File: src/rtl/assert_macros.svh
// Shared assertion macros for the palette block.
`ifndef ASSERT_MACROS_SVH
`define ASSERT_MACROS_SVH

// Property checked on every clock edge outside reset.
`define ASSERT_CLK(name, clk, rst, prop, msg) \
   name: assert property (@(posedge clk) disable iff (rst) (prop)) else $error(msg);

// Property that must never hold outside reset.
`define ASSERT_NEVER(name, clk, rst, prop, msg) \
   name: assert property (@(posedge clk) disable iff (rst) !(prop)) else $error(msg);

`endif

File: src/rtl/pnm_pkg.sv
`timescale 1ns / 1ps

package pnm_pkg;

   localparam int ROM_ROWS = 30;
   localparam int IDX_W    = 5;
   localparam int CH_W     = 8;
   localparam int SQ_W     = 16;
   localparam int DIST_W   = 18;

   localparam logic [DIST_W-1:0] NO_MATCH_DIST = DIST_W'(255 * 255 * 3 + 1);
   localparam logic [DIST_W-1:0] LIGHT_LIMIT   = DIST_W'(128 * 128 * 3);

   localparam logic [IDX_W-1:0] BLACK_IDX  = IDX_W'(0);
   localparam logic [IDX_W-1:0] DDGRAY_IDX = IDX_W'(1);

   typedef enum logic [1:0] {
      OP_NEAREST = 2'd0,
      OP_MIX     = 2'd1,
      OP_LIGHT   = 2'd2,
      OP_NONE    = 2'd3
   } op_type;

   typedef enum logic [2:0] {
      ST_IDLE,
      ST_FETCH,
      ST_SCAN,
      ST_LIGHT,
      ST_DRAIN,
      ST_DONE
   } state_type;

   typedef struct packed {
      logic [CH_W-1:0] b;
      logic [CH_W-1:0] g;
      logic [CH_W-1:0] r;
   } row_type;

   // Search pipeline control from the sequencer.
   typedef struct packed {
      logic             clear;
      logic             issue;
      logic [IDX_W-1:0] idx;
   } ctl_type;

   localparam row_type PALETTE [ROM_ROWS] = '{
      '{8'd0,   8'd0,   8'd0  }, '{8'd72,  8'd72,  8'd72 }, '{8'd132, 8'd132, 8'd132},
      '{8'd194, 8'd194, 8'd194}, '{8'd255, 8'd255, 8'd255}, '{8'd194, 8'd255, 8'd255},
      '{8'd72,  8'd0,   8'd0  }, '{8'd0,   8'd72,  8'd0  }, '{8'd72,  8'd72,  8'd0  },
      '{8'd0,   8'd0,   8'd72 }, '{8'd72,  8'd0,   8'd72 }, '{8'd0,   8'd72,  8'd72 },
      '{8'd132, 8'd0,   8'd0  }, '{8'd0,   8'd132, 8'd0  }, '{8'd132, 8'd132, 8'd0  },
      '{8'd0,   8'd0,   8'd132}, '{8'd132, 8'd0,   8'd132}, '{8'd0,   8'd132, 8'd132},
      '{8'd194, 8'd0,   8'd0  }, '{8'd0,   8'd194, 8'd0  }, '{8'd194, 8'd194, 8'd0  },
      '{8'd0,   8'd0,   8'd194}, '{8'd194, 8'd0,   8'd194}, '{8'd0,   8'd194, 8'd194},
      '{8'd255, 8'd0,   8'd0  }, '{8'd0,   8'd255, 8'd0  }, '{8'd255, 8'd255, 8'd0  },
      '{8'd0,   8'd0,   8'd255}, '{8'd255, 8'd0,   8'd255}, '{8'd0,   8'd255, 8'd255}
   };

endpackage

File: src/rtl/pnm_rom.sv
`timescale 1ns / 1ps

module pnm_rom (
   input  logic                          clock,
   input  logic [pnm_pkg::IDX_W-1:0]     rd_addr,
   output pnm_pkg::row_type              rd_data
);

   localparam pnm_pkg::row_type MEM [pnm_pkg::ROM_ROWS] = pnm_pkg::PALETTE;

   pnm_pkg::row_type rd_data_ff;

   always_ff @(posedge clock) begin
      if (rd_addr < pnm_pkg::IDX_W'(pnm_pkg::ROM_ROWS)) begin
         rd_data_ff <= MEM[rd_addr];
      end else begin
         rd_data_ff <= '0;
      end
   end

   assign rd_data = rd_data_ff;

endmodule

File: src/rtl/pnm_search.sv
`timescale 1ns / 1ps
`include "assert_macros.svh"

module pnm_search (
   input  logic                          clock,
   input  logic                          reset,
   input  pnm_pkg::ctl_type              ctl,
   input  pnm_pkg::row_type              row,
   input  logic [pnm_pkg::CH_W-1:0]      tgt_r,
   input  logic [pnm_pkg::CH_W-1:0]      tgt_g,
   input  logic [pnm_pkg::CH_W-1:0]      tgt_b,
   output logic                          busy,
   output logic [pnm_pkg::IDX_W-1:0]     pick,
   output logic                          light
);

   logic                          p1_valid_ff;
   logic [pnm_pkg::IDX_W-1:0]     p1_idx_ff;
   logic                          p2_valid_ff;
   logic [pnm_pkg::IDX_W-1:0]     p2_idx_ff;
   logic                          p2_ok_ff;
   logic [pnm_pkg::SQ_W-1:0]      sq_r_ff;
   logic [pnm_pkg::SQ_W-1:0]      sq_g_ff;
   logic [pnm_pkg::SQ_W-1:0]      sq_b_ff;
   logic [pnm_pkg::DIST_W-1:0]    best_ff;
   logic [pnm_pkg::IDX_W-1:0]     pick_ff;
   logic                          light_ff;

   logic                          ok;
   logic [pnm_pkg::CH_W-1:0]      dr;
   logic [pnm_pkg::CH_W-1:0]      dg;
   logic [pnm_pkg::CH_W-1:0]      db;
   logic [pnm_pkg::DIST_W-1:0]    sum_sq;

   // Stage 1: qualify the entry and square the channel gaps.
   always_comb begin
      ok = (row.r >= tgt_r) && (row.g >= tgt_g) && (row.b >= tgt_b);
      dr = row.r - tgt_r;
      dg = row.g - tgt_g;
      db = row.b - tgt_b;
   end

   // Stage 2: sum and compare against the running best.
   assign sum_sq = pnm_pkg::DIST_W'(sq_r_ff) + pnm_pkg::DIST_W'(sq_g_ff)
                 + pnm_pkg::DIST_W'(sq_b_ff);

   always_ff @(posedge clock) begin
      if (reset) begin
         p1_valid_ff <= 1'b0;
         p2_valid_ff <= 1'b0;
      end else begin
         p1_valid_ff <= ctl.issue;
         p2_valid_ff <= p1_valid_ff;
      end
      p1_idx_ff <= ctl.idx;
      p2_idx_ff <= p1_idx_ff;
      p2_ok_ff  <= ok;
      sq_r_ff   <= pnm_pkg::SQ_W'(dr) * pnm_pkg::SQ_W'(dr);
      sq_g_ff   <= pnm_pkg::SQ_W'(dg) * pnm_pkg::SQ_W'(dg);
      sq_b_ff   <= pnm_pkg::SQ_W'(db) * pnm_pkg::SQ_W'(db);
   end

   always_ff @(posedge clock) begin
      if (reset || ctl.clear) begin
         best_ff <= pnm_pkg::NO_MATCH_DIST;
         pick_ff <= pnm_pkg::BLACK_IDX;
      end else if (p2_valid_ff && p2_ok_ff && (sum_sq < best_ff)) begin
         best_ff <= sum_sq;
         pick_ff <= p2_idx_ff;
      end
      if (reset) begin
         light_ff <= 1'b0;
      end else if (p2_valid_ff) begin
         light_ff <= sum_sq > pnm_pkg::LIGHT_LIMIT;
      end
   end

   assign busy  = p1_valid_ff || p2_valid_ff;
   assign pick  = pick_ff;
   assign light = light_ff;

   `ASSERT_CLK(a_best_bound, clock, reset, best_ff <= pnm_pkg::NO_MATCH_DIST, "best above limit")
   `ASSERT_CLK(a_nomatch_black, clock, reset,
      (best_ff == pnm_pkg::NO_MATCH_DIST) |-> (pick_ff == pnm_pkg::BLACK_IDX),
      "pick set without a match")
   `ASSERT_CLK(a_pipe_follow, clock, reset, $past(p1_valid_ff) |-> p2_valid_ff,
      "stage 2 lost a beat")

endmodule

File: src/rtl/palette_nearest_and_mix.sv
`timescale 1ns / 1ps
`include "assert_macros.svh"

// Palette lookup against a fixed 30-entry RGB ROM.
// Request channel (req_*): opcode 0 finds the nearest entry at or above the
// target color, opcode 1 mixes two entries, opcode 2 tests first_color for
// lightness. Each request beat yields exactly one response beat (rsp_*).
// Flow: nearest sweeps entries 0 to USED-1, where USED = min(PALETTE_SIZE, 30),
// through the one ROM read port, one entry per cycle, into the two-stage
// distance pipeline behind it; mix first fetches both entries from the ROM,
// ORs them into a target and sweeps for it, or skips the fetch and the sweep
// when either index is black; the lightness test sends first_color alone.
// One request is worked at a time; req_ready is high only while idle, so a
// new beat is taken in the cycle after the previous result is loaded.
// The response sits in an output register, so the next request is taken
// while a finished response still waits; a stalled rsp_ready holds that
// register and, once a further result is ready, holds the sequencer too.
// Reset is synchronous and empties the block; no clearing pass is needed.
module palette_nearest_and_mix #(
   parameter int PALETTE_SIZE = 30
) (
   input  logic                          clock,
   input  logic                          reset,
   input  logic                          req_valid,
   output logic                          req_ready,
   input  logic [1:0]                    req_opcode,
   input  logic [7:0]                    req_red,
   input  logic [7:0]                    req_green,
   input  logic [7:0]                    req_blue,
   input  logic [4:0]                    req_first_color,
   input  logic [4:0]                    req_second_color,
   output logic                          rsp_valid,
   input  logic                          rsp_ready,
   output logic [4:0]                    rsp_color_index,
   output logic                          rsp_is_light
);

   localparam int USED = (PALETTE_SIZE < pnm_pkg::ROM_ROWS) ? PALETTE_SIZE
                                                             : pnm_pkg::ROM_ROWS;
   localparam logic [pnm_pkg::IDX_W-1:0] USED_IDX = pnm_pkg::IDX_W'(USED);
   localparam logic [pnm_pkg::IDX_W-1:0] LAST_IDX = pnm_pkg::IDX_W'(USED - 1);

   localparam logic [1:0] FETCH_A = 2'd0;
   localparam logic [1:0] FETCH_B = 2'd1;

   pnm_pkg::state_type            state_ff, state_in;
   logic [pnm_pkg::IDX_W-1:0]     cnt_ff, cnt_in;
   pnm_pkg::op_type               op_ff, op_in;
   logic [pnm_pkg::IDX_W-1:0]     c1_ff, c1_in;
   logic [pnm_pkg::IDX_W-1:0]     c2_ff, c2_in;
   logic [pnm_pkg::CH_W-1:0]      tgt_r_ff, tgt_r_in;
   logic [pnm_pkg::CH_W-1:0]      tgt_g_ff, tgt_g_in;
   logic [pnm_pkg::CH_W-1:0]      tgt_b_ff, tgt_b_in;
   pnm_pkg::row_type              mix_ff, mix_in;
   logic [pnm_pkg::IDX_W-1:0]     res_idx_ff, res_idx_in;
   logic                          res_light_ff, res_light_in;
   logic                          rsp_valid_ff, rsp_valid_in;
   logic [pnm_pkg::IDX_W-1:0]     rsp_idx_ff, rsp_idx_in;
   logic                          rsp_light_ff, rsp_light_in;

   logic [pnm_pkg::IDX_W-1:0]     rd_addr;
   pnm_pkg::row_type              row;
   pnm_pkg::ctl_type              ctl;
   logic                          busy;
   logic [pnm_pkg::IDX_W-1:0]     pick;
   logic                          light;
   logic [pnm_pkg::IDX_W-1:0]     c1_clamp;
   logic [pnm_pkg::IDX_W-1:0]     c2_clamp;
   logic                          load_rsp;

   pnm_rom u_rom (
      .clock   (clock),
      .rd_addr (rd_addr),
      .rd_data (row)
   );

   pnm_search u_search (
      .clock (clock),
      .reset (reset),
      .ctl   (ctl),
      .row   (row),
      .tgt_r (tgt_r_ff),
      .tgt_g (tgt_g_ff),
      .tgt_b (tgt_b_ff),
      .busy  (busy),
      .pick  (pick),
      .light (light)
   );

   // Out-of-range indices read as black.
   assign c1_clamp = (req_first_color < USED_IDX) ? req_first_color : pnm_pkg::BLACK_IDX;
   assign c2_clamp = (req_second_color < USED_IDX) ? req_second_color : pnm_pkg::BLACK_IDX;

   always_comb begin
      state_in     = state_ff;
      cnt_in       = cnt_ff;
      op_in        = op_ff;
      c1_in        = c1_ff;
      c2_in        = c2_ff;
      tgt_r_in     = tgt_r_ff;
      tgt_g_in     = tgt_g_ff;
      tgt_b_in     = tgt_b_ff;
      mix_in       = mix_ff;
      res_idx_in   = res_idx_ff;
      res_light_in = res_light_ff;
      rd_addr      = cnt_ff;
      ctl          = '0;
      req_ready    = 1'b0;
      load_rsp     = 1'b0;

      unique case (state_ff)
         pnm_pkg::ST_IDLE: begin
            req_ready = 1'b1;
            if (req_valid) begin
               op_in        = pnm_pkg::op_type'(req_opcode);
               c1_in        = c1_clamp;
               c2_in        = c2_clamp;
               cnt_in       = '0;
               res_light_in = 1'b0;
               unique case (pnm_pkg::op_type'(req_opcode))
                  pnm_pkg::OP_NEAREST: begin
                     tgt_r_in  = req_red;
                     tgt_g_in  = req_green;
                     tgt_b_in  = req_blue;
                     ctl.clear = 1'b1;
                     state_in  = pnm_pkg::ST_SCAN;
                  end
                  pnm_pkg::OP_MIX: begin
                     priority if (c1_clamp == pnm_pkg::BLACK_IDX) begin
                        res_idx_in = c2_clamp;
                        state_in   = pnm_pkg::ST_DONE;
                     end else if (c2_clamp == pnm_pkg::BLACK_IDX) begin
                        res_idx_in = c1_clamp;
                        state_in   = pnm_pkg::ST_DONE;
                     end else begin
                        state_in   = pnm_pkg::ST_FETCH;
                     end
                  end
                  pnm_pkg::OP_LIGHT: begin
                     // Distance to black is the sum of squares.
                     tgt_r_in = '0;
                     tgt_g_in = '0;
                     tgt_b_in = '0;
                     state_in = pnm_pkg::ST_LIGHT;
                  end
                  default: begin
                     res_idx_in = pnm_pkg::BLACK_IDX;
                     state_in   = pnm_pkg::ST_DONE;
                  end
               endcase
            end
         end
         pnm_pkg::ST_FETCH: begin
            rd_addr = (cnt_ff[1:0] == FETCH_A) ? c1_ff : c2_ff;
            cnt_in  = cnt_ff + pnm_pkg::IDX_W'(1);
            if (cnt_ff[1:0] == FETCH_B) begin
               mix_in = row;
            end else if (cnt_ff[1:0] != FETCH_A) begin
               // Second row is out; OR both into the target.
               tgt_r_in  = mix_ff.r | row.r;
               tgt_g_in  = mix_ff.g | row.g;
               tgt_b_in  = mix_ff.b | row.b;
               ctl.clear = 1'b1;
               cnt_in    = '0;
               state_in  = pnm_pkg::ST_SCAN;
            end
         end
         pnm_pkg::ST_SCAN: begin
            rd_addr   = cnt_ff;
            ctl.issue = 1'b1;
            ctl.idx   = cnt_ff;
            if (cnt_ff == LAST_IDX) begin
               cnt_in   = '0;
               state_in = pnm_pkg::ST_DRAIN;
            end else begin
               cnt_in = cnt_ff + pnm_pkg::IDX_W'(1);
            end
         end
         pnm_pkg::ST_LIGHT: begin
            rd_addr   = c1_ff;
            ctl.issue = 1'b1;
            ctl.idx   = c1_ff;
            state_in  = pnm_pkg::ST_DRAIN;
         end
         pnm_pkg::ST_DRAIN: begin
            if (!busy) begin
               state_in = pnm_pkg::ST_DONE;
               unique case (op_ff)
                  pnm_pkg::OP_NEAREST: res_idx_in = pick;
                  pnm_pkg::OP_MIX: begin
                     res_idx_in = (pick == pnm_pkg::BLACK_IDX) ? pnm_pkg::DDGRAY_IDX : pick;
                  end
                  pnm_pkg::OP_LIGHT: begin
                     res_idx_in   = pnm_pkg::BLACK_IDX;
                     res_light_in = light;
                  end
                  default: res_idx_in = pnm_pkg::BLACK_IDX;
               endcase
            end
         end
         pnm_pkg::ST_DONE: begin
            // Hold until the output register is free.
            if (!rsp_valid_ff || rsp_ready) begin
               load_rsp = 1'b1;
               state_in = pnm_pkg::ST_IDLE;
            end
         end
         default: state_in = pnm_pkg::ST_IDLE;
      endcase

      rsp_idx_in   = load_rsp ? res_idx_ff : rsp_idx_ff;
      rsp_light_in = load_rsp ? res_light_ff : rsp_light_ff;
      if (load_rsp) begin
         rsp_valid_in = 1'b1;
      end else if (rsp_ready) begin
         rsp_valid_in = 1'b0;
      end else begin
         rsp_valid_in = rsp_valid_ff;
      end
   end

   always_ff @(posedge clock) begin
      if (reset) begin
         state_ff     <= pnm_pkg::ST_IDLE;
         cnt_ff       <= '0;
         rsp_valid_ff <= 1'b0;
      end else begin
         state_ff     <= state_in;
         cnt_ff       <= cnt_in;
         rsp_valid_ff <= rsp_valid_in;
      end
      op_ff        <= op_in;
      c1_ff        <= c1_in;
      c2_ff        <= c2_in;
      tgt_r_ff     <= tgt_r_in;
      tgt_g_ff     <= tgt_g_in;
      tgt_b_ff     <= tgt_b_in;
      mix_ff       <= mix_in;
      res_idx_ff   <= res_idx_in;
      res_light_ff <= res_light_in;
      rsp_idx_ff   <= rsp_idx_in;
      rsp_light_ff <= rsp_light_in;
   end

   assign rsp_valid       = rsp_valid_ff;
   assign rsp_color_index = rsp_idx_ff;
   assign rsp_is_light    = rsp_light_ff;

   `ASSERT_CLK(a_done_issues, clock, reset,
      (state_ff == pnm_pkg::ST_DONE && (!rsp_valid_ff || rsp_ready)) |=> rsp_valid,
      "finished result not presented")
   `ASSERT_CLK(a_idx_range, clock, reset, rsp_valid |-> (rsp_color_index < USED_IDX),
      "response index beyond palette")
   `ASSERT_NEVER(a_light_idx, clock, reset,
      rsp_valid && rsp_is_light && (rsp_color_index != pnm_pkg::BLACK_IDX),
      "light flag with nonzero index")

endmodule

File: config.mk
export PLATFORM = sky130hd
export DESIGN_NAME = palette_nearest_and_mix
export DESIGN_NICKNAME = d
export VERILOG_FILES = /design/src/rtl/pnm_pkg.sv /design/src/rtl/pnm_rom.sv /design/src/rtl/pnm_search.sv /design/src/rtl/palette_nearest_and_mix.sv
export VERILOG_INCLUDE_DIRS = /design/src /design/src/rtl
export SDC_FILE = /design/constraint.sdc
export NUM_CORES = 1
export LEC_CHECK = 0
export ABC_AREA = 1
export BUFFER_PORTS_ARGS = -buffer_cell sky130_fd_sc_hd__buf_2
export CAP_MARGIN = 0
export CORE_MARGIN = 5
export CORE_UTILIZATION = 45
export CTS_BUF_LIST = sky130_fd_sc_hd__clkbuf_2 sky130_fd_sc_hd__clkbuf_4 sky130_fd_sc_hd__clkbuf_8
export CTS_CLUSTER_DIAMETER = 40
export DETAILED_ROUTE_END_ITERATION = 16
export GPL_TIMING_DRIVEN = 0
export PLACE_DENSITY = 0.65
export SLEW_MARGIN = 30
export SYNTH_ARGS = -nofsm -noshare
export SYNTH_HDL_FRONTEND = slang
export SYNTH_SLANG_ARGS = --single-unit
File: constraint.sdc
create_clock -name clock -period 9.21 [get_ports clock]
set_clock_uncertainty 0.15 [all_clocks]
set_input_delay 1.3815 -clock clock [delete_from_list [all_inputs] [get_ports clock]]
set_output_delay 1.3815 -clock clock [all_outputs]
set_load 0.01 [all_outputs]
; ---- Word level (Yosys, flattened, before mapping)
; Memory sizes are Yosys's and may differ from the RTL's. A register that Yosys moved wholly into a read port is not among the register bits.
; Index checks and enable logic that the tools add are counted.
[totals]
elab_cells = 156
register_bits = 166
input_bits = 40
n_memories = 1
mem_bits_ro = 768
output_inout_bits = 8
[mem_list]
columns = name, depth, width, read_ports, rd_ports_with_merged_regs, wr, line
row1 = (name not given), 32, 24, 1, 1, 0, pnm_rom.sv:15  ; rd_data_ff <= MEM[rd_addr];
[classes]
order_cmp = 8
n_addsub = 6
n_mul = 3
n_mux = 57
reduce_logical = 29
eq_ne = 21
n_bitwise = 4
[ops]
columns = operator, n
row1 = case mux 8 bit (2 select lines), 6
row2 = 2-to-1 mux 8 bit, 9
row3 = 2-to-1 mux 5 bit, 12
row4 = multiplier 8 x 8 -> 16 bit, 3
row5 = case mux 5 bit (2 select lines), 4
row6 = greater-or-equal comparator 8 bit, 3
row7 = 2-to-1 mux 3 bit, 8
row8 = OR 8 bit, 3
row9 = subtractor 8 bit, 3
row10 = adder 18 x 16 -> 18 bit, 1
row11 = "greater-than comparator 18 x 16 -> 1 bit, second input constant", 1
row12 = less-than comparator 18 bit, 1
row13 = case mux 3 bit (6 select lines), 1
row14 = adder 16 x 16 -> 17 bit, 1
row15 = logical NOT 5 bit, 3
row16 = "less-than comparator 5 bit, second input constant", 3
row17 = case mux 5 bit (3 select lines), 1
row18 = "inequality test 2 bit, second input constant", 7
row19 = 2-to-1 mux 1 bit, 12
row20 = case mux 6 bit (2 select lines), 1
row21 = AND reduction 5 bit, 2
row22 = case mux 3 bit (3 select lines), 1
row23 = nonzero test 2 bit, 4
row24 = "equality test 2 x 1 -> 1 bit, second input constant", 3
row25 = 21 further kinds, 35

; ---- Logic depth before layout (Yosys ltp)
; Gate-level depths: netlist (run 1).
[logic_depth]
ltp_word = 8
depth_mapped = 32
depth_no_buf = 31

; ---- Cells and area by module
; Synthesis (run 1) repeated with hierarchy kept, for this count alone.
[unflattened]
cells_unflattened = 1747
area_unflattened_um2 = 14410.1
[by_module_without_submodules]
columns = mod, seq_area_each_um2, cells_per_inst, instances, area_each_um2
row1 = pnm_search, 1641.6, 1235, 1, 9515.4
row2 = palette_nearest_and_mix, 2342.2, 361, 1, 3709.8
row3 = pnm_rom, 360.3, 151, 1, 1184.9

; ---- Least setup slack after synthesis (run 1)
; No wires, ideal clock.
[synth_path]
kind = register to register
startpoint = reg, netlist name u_rom.rd_data[21]
endpoint = reg u_search.sq_b_ff[14] (netlist bit)
path_slack_ns = 3.550
required_time_ns = 8.942
arrival_time_ns = 5.392
path_buffers = 0
synth_period_minus_slack_ns = 5.660
setup_ns = 0.118
path_stages_with_launch = 27
cell_sequence = dfxtp_1 > inv_1 > ha_1 > fa_1 > nor2_1 > nor2_1 > o21ai_0 > xor2_1 > inv_1 > nor2_1 > inv_1 > fa_1 > inv_1 > fa_1 > inv_1 > fa_1 > fa_1 > inv_1 > ha_1 > nand2_1 > o21ai_0 > a21oi_1 > o21ai_0 > a21oi_1 > nor2_1 > nor2_1 > xnor2_1
[synth_via]
elab_chain_len = 2
[synth_rtl]
columns = item, line
row1 = subtractor 8 bit, pnm_search.sv:40  ; db = row.b - tgt_b;
row2 = multiplier 8 x 8 -> 16 bit, pnm_search.sv:60  ; sq_b_ff <= pnm_pkg::SQ_W'(db) * pnm_pkg::SQ_W'(db);
row3 = end signal: assignment, pnm_search.sv:60
row4 = end: declaration, pnm_search.sv:24  ; logic [pnm_pkg::SQ_W-1:0] sq_b_ff;
; No other way between the ends.
; A chain may end at the register's enable or synchronous reset.

; ---- Final worst setup path (run 1)
[layout_path]
startpoint = reg, netlist name u_rom.rd_data[21]
endpoint = reg u_search.sq_b_ff[14] (netlist bit)
[layout_via]
elab_chain_len = 2
[layout_rtl]
columns = item, line
row1 = subtractor 8 bit, pnm_search.sv:40
row2 = multiplier 8 x 8 -> 16 bit, pnm_search.sv:60
; No other way between the ends.

==> results of run 1 <==
## state kept, by name (all words and copies together) (netlist names), 15 cells and up
register          flops
mix_ff               18
u_rom.rd_data        18
u_search.best_ff     18
u_search.sq_b_ff     15
u_search.sq_g_ff     15
u_search.sq_r_ff     15
## per-stage QoR
stage | util | worst slack (ns) | cells
after floorplan | - | 3.55 | 1789
after global placement | 0.476 | 3.05 | 2238
after detailed placement | 0.477 | 2.86 | 2238
after CTS | 0.490 | 2.85 | 2270
after global routing | 0.490 | 2.29 | 2270
final | 0.490 | 2.86 | 2270
## worst register-to-register path: stages, from the launching register on
cell and delay (ns):
dfxtp_1 0.40, inv_1 0.09, ha_1 0.20, fa_1 0.41, nor2_1 0.12, nor2_1 0.07, o21ai_0 0.29, xor2_1 0.40
inv_1 0.24, nor2_1 0.23, inv_1 0.09, fa_1 0.50, inv_1 0.05, fa_1 0.47, inv_1 0.05, fa_1 0.51
fa_1 0.55, inv_1 0.04, ha_1 0.36, nand2_1 0.09, o21ai_0 0.16, a21oi_1 0.08, o21ai_0 0.29, a21oi_1 0.12
nor2_1 0.10, nor2_1 0.05, xnor2_1 0.12
## cells by family after synthesis
group / Yosys count / share of synthesized area
simple gates: 615 / 0.181
buf+inv: 379 / 0.102
compound gates: 290 / 0.116
fa+ha+maj: 248 / 0.259
flops: 175 / 0.293
xor+xnor: 78 / 0.0481
other cells: 1 / 0.000264
## worst max-delay path by stage
stage,end,cells past startpoint
2_1_floorplan,u_search.sq_b_ff[14],26
3_3_place_gp,u_search.sq_b_ff[14],26
3_5_place_dp,u_search.sq_b_ff[14],26
4_1_cts,u_search.sq_b_ff[14],26
5_1_grt,u_search.sq_b_ff[14],26
6_report,u_search.sq_b_ff[14],26
## final cells by class
cell class / instances / area share
Timing Repair Buffer: 47 / 0.0153
Buffer: 26 / 0.00789
Clock buffer: 18 / 0.0157
Clock inverter: 14 / 0.0113
Sequential cell: 175 / 0.271
Multi-Input combinational cell: 1235 / 0.560
Inverter: 353 / 0.0863
Tap cell: 402 / 0.0327
## cells in the final DEF, fill, tap and decap left out, types with 8 or more instances in the layout
cell      synthesis  layout
a21oi_1         123     123
a31oi_1          11      11
buf_2             7      54
clkbuf_1         14      14
clkbuf_8          0      17
dfxtp_1         109     109
edfxtp_1         66      66
fa_1             77      77
ha_1            171     171
inv_1           340     339
inv_2            11      12
nand2_1         315     315
nand2_2           8       8
nand3_1          80      80
nand4_1          12      12
nor2_1          161     159
nor3_1           16      16
o21ai_0          98      98
o21bai_1         10      10
xnor2_1          20      20
xor2_1           58      58
## layer usage
layer / wire, um / global-route usage
met3: 1110 / 0.0259
met4: 629 / 0.0531
met1: 14600 / 0.238
met5: 0 / 0
met2: 14700 / 0.309
==> impl_metrics.yaml, run 1 <==
outcome:
  status: "finished, final reports clean"
route:
  drtIter0Drc: 630
  final_antenna_net_count: 0
  viasPerCell: 5.04
  drt-wirelength-per-cell_um: 13.7
  wirelength_mm: 31.1
  vias: 11400
  drc: 0
  dr.pass1.iters: 5
yosys:
  synth-seq-area-share: 0.293
  synth_common_cells: "inv_1, nand2_1, ha_1"
  yosys.area.top_type: "dfxtp_1"
  synth_area_um2: 14200
  synth_top_cell_area_share: 0.154
  synth.distinct_cells: 59
  yosys_warnings: 0
  syn_avg_cell_area_um2: 7.96
  synth.area.top_cells: "dfxtp_1, ha_1, edfxtp_1"
  synth_most_common_cell: "inv_1"
  async_reset_ff_frac: 0
  synth-main-ff-cell: "dfxtp_1"
  syn_inst: 1786
  synth_edf_count: 66
  ys_ff_latch: 175
clock_network:
  cts_buffers: 17
  h-tree-depth: 4
  cts_tree: "yes"
  clock_path_buffers: 2
  cts_resized: 0
  clockRootBuffer: "clkbuf_8"
  cts_setup_buffers: 0
  path_clk_slew_ns: 0.10
  cts.sinks: 175
  hold_buffers: 0
  clock_latency_ns: 0.48
grt:
  grt_start_max_net_pins: 25
  grt_antenna_before_repair: 0
  grt_pass1_wl_mm: 53.1
  track_usage: 0.180
  first_global_vias: 11300
  gr-total-overflow: 0
setup_path:
  end_kind: "flop"
  r2r-start: "u_rom.rd_data[21]"
  path_class: "flop to flop"
  reg2reg_slack_ns: 2.86
  crit_path_start_kind: "flop"
  path_buf_inv: 6
  r2r.worst_path.cells: 26
  slowest_delay_ns: 0.55
  cpMaxStageDelayCell: "fa_1"
  cp-startpoint: "u_rom.rd_data[21]"
  critPathRequiredTime_ns: 9.42
  critPathArrivalTime_ns: 6.56
  critPathTopFamily: "adder cells"
  cp_common_cell: "inv_1"
  timing.rr.end: "u_search.sq_b_ff[14]"
  worstPathMaxFanout: 7
finish:
  area_delta_synth_final_pct: 8.31
  register_area_um2: 4160
  nets: 2143
  fillers: 3083
  antennaDiodeCount: 0
  layout-drive-gt1-share: 0.0728
  design_area_um2: 15400
  multi_input_area_um2: 8620
sta:
  finalCritPeriodShare: 0.690
  max_slew.worst_pin.slew_ns: 0.741
  slew_violations: 0
  fin_crit_ns: 6.35
  clock.fmax_mhz: 157
  whs_ns: 0.184
  slew_headroom: 0.505
  hold_violations: 0
  final-setup-viol-count: 0
  setup_tns_ns: 0
  rsz0062_at_grt: "no"
place:
  dp_hpwl_mm: 25.7
  place_congestion: 0.913
  io_buffers: 47
  place_area_um2: 15000
die:
  rows: 65
  ios: 48
  fp.coreArea_um2: 31400
  die_h_um: 188
  die_x_um: 188
  start_util: 0.453
  dieArea_um2: 35200
worst_hold_path:
  holdPathStages: 0
  holdPathEnd: "u_search.p2_idx_ff[1]"
  min_from: "u_search.p1_idx_ff[1]"
  hold_path.class: "flop to flop"
run:
  maxCapViolations: 0
Power of run 1 is not shown: default switching activity piles up to over one toggle a cycle in this logic, so the estimate is an artifact.
==> run 2, diff against run 1 <==
- clock period: 9.21 -> 6.1 ns (I/O delays scaled with it)
==> run 2 against run 1 <==
Via count decreased by 0.22%. Critical path type unchanged. Global-route usage is essentially flat. Utilization rose by 0.61 points. Sequential share of layout area shrank 0.32 points. Highest routed layer unchanged.
==> impl_metrics.yaml, run 2 (same netlist as run 1, synthesis figures left out) <==
clock_network:
  clockRootBuffer: "clkbuf_8"
  path_clk_slew_ns: 0.10
  h-tree-depth: 4
  cts.sinks: 175
  hold_buffers: 0
  cts_tree: "yes"
  cts_buffers: 17
  clock_path_buffers: 2
  clock_latency_ns: 0.48
setup_path:
  path_buf_inv: 8
  end_kind: "flop"
  critPathRequiredTime_ns: 6.35
  cpMaxStageDelayCell: "fa_1"
  cp.depth: 28
  slowest_delay_ns: 0.53
  critPathTopFamily: "adder cells"
  crit_path_start_kind: "flop"
  path_class: "flop to flop"
  cp_common_cell: "inv_1"
  worstPathMaxFanout: 5
  critPathArrivalTime_ns: 6.03
  r2r.worst_path.cells: 28
grt:
  track_usage: 0.180
  grt_antenna_before_repair: 0
  gr-total-overflow: 0
  grt_pass1_wl_mm: 53.2
  grt_start_max_net_pins: 25
  first_global_vias: 11300
die:
  die_x_um: 188
  die_h_um: 188
  ios: 48
  dieArea_um2: 35200
  start_util: 0.453
  fp.coreArea_um2: 31400
  rows: 65
sta:
  max_slew.worst_pin.slew_ns: 0.719
  final-setup-viol-count: 0
  clock.fmax_mhz: 173
  slew_violations: 0
  slew_headroom: 0.520
  hold_violations: 0
  fin_crit_ns: 5.78
  finalCritPeriodShare: 0.948
  setup_tns_ns: 0
finish:
  antennaDiodeCount: 0
  layout-drive-gt1-share: 0.0902
  finalNonFillerCells: 2276
  layout_common_cells: "inv_1, nand2_1, ha_1, nor2_1, a21oi_1"
  fillers: 3061
  nets: 2149
  multi_input_area_um2: 8770
  area_delta_synth_final_pct: 9.67
  register_area_um2: 4170
  layout_commonest_cell: "inv_1"
place:
  io_buffers: 47
  dp_hpwl_mm: 25.7
  dp_cells: 2238
  place_congestion: 0.913
worst_hold_path:
  hold_path.class: "flop to flop"
  holdPathStages: 0
route:
  dr.pass1.iters: 7
  final_antenna_net_count: 0
  drtIter0Drc: 648
  viasPerCell: 5.02
  drc: 0
  wirelength_mm: 31.3
  drt-wirelength-per-cell_um: 13.7
  vias: 11400
outcome:
  status: "finished, final reports clean"
run:
  maxCapViolations: 0
## run 2: cell count changes in the layout (fill, tap and decap cells not counted), sizes merged
| cell | previous run | this run |
|---|---|---|
| buf | 59 | 65 |
## run 2: timing repair
action                                  in CTS  in global routing
pin swaps                                    1                  8
resized for setup                            2                 36
hold endpoints to repair                     0                  0
endpoints found under the setup margin       4                 14
setup buffers                                1                  5
## run 2: worst paths after layout
kind | endpoint | slack [ns] | startpoint
worst max-delay path | u_search.sq_r_ff[15] | 0.32 | u_rom.rd_data[5]
worst min-delay path | u_search.p2_idx_ff[1] | 0.18 | u_search.p1_idx_ff[1]
worst max register to register | u_search.sq_r_ff[15] | 0.32 | u_rom.rd_data[5]
worst min register to register | u_search.p2_idx_ff[1] | 0.18 | u_search.p1_idx_ff[1]
## run 2: final cells by class
type	instances	area share
Timing Repair Buffer	53	0.0180
Clock inverter	14	0.0112
Buffer	26	0.00779
Clock buffer	18	0.0155
Multi-Input combinational cell	1235	0.563
Sequential cell	175	0.267
Inverter	353	0.0854
Tap cell	402	0.0323
## run 2: per-layer routing
layer,routed length [um],GRT usage
met5,0,0
met4,620,0.0531
met3,982,0.0259
met2,14900,0.309
met1,14800,0.238
## run 2: metrics by stage
| stage | worst slack [ns] | cell area [um2] | util | hold WS, ns |
|---|---|---|---|---|
| after floorplan | 0.440 | 14200 | - | 0.160 |
| after global placement | -0.0628 | 15000 | 0.476 | 0.164 |
| after detailed placement | -0.246 | 15000 | 0.477 | 0.162 |
| after CTS | 0.00147 | 15400 | 0.491 | 0.186 |
| after global routing | -0.0183 | 15600 | 0.496 | 0.202 |
| final | 0.318 | 15600 | 0.496 | 0.184 |
Power of run 2 is left out for the same reason.
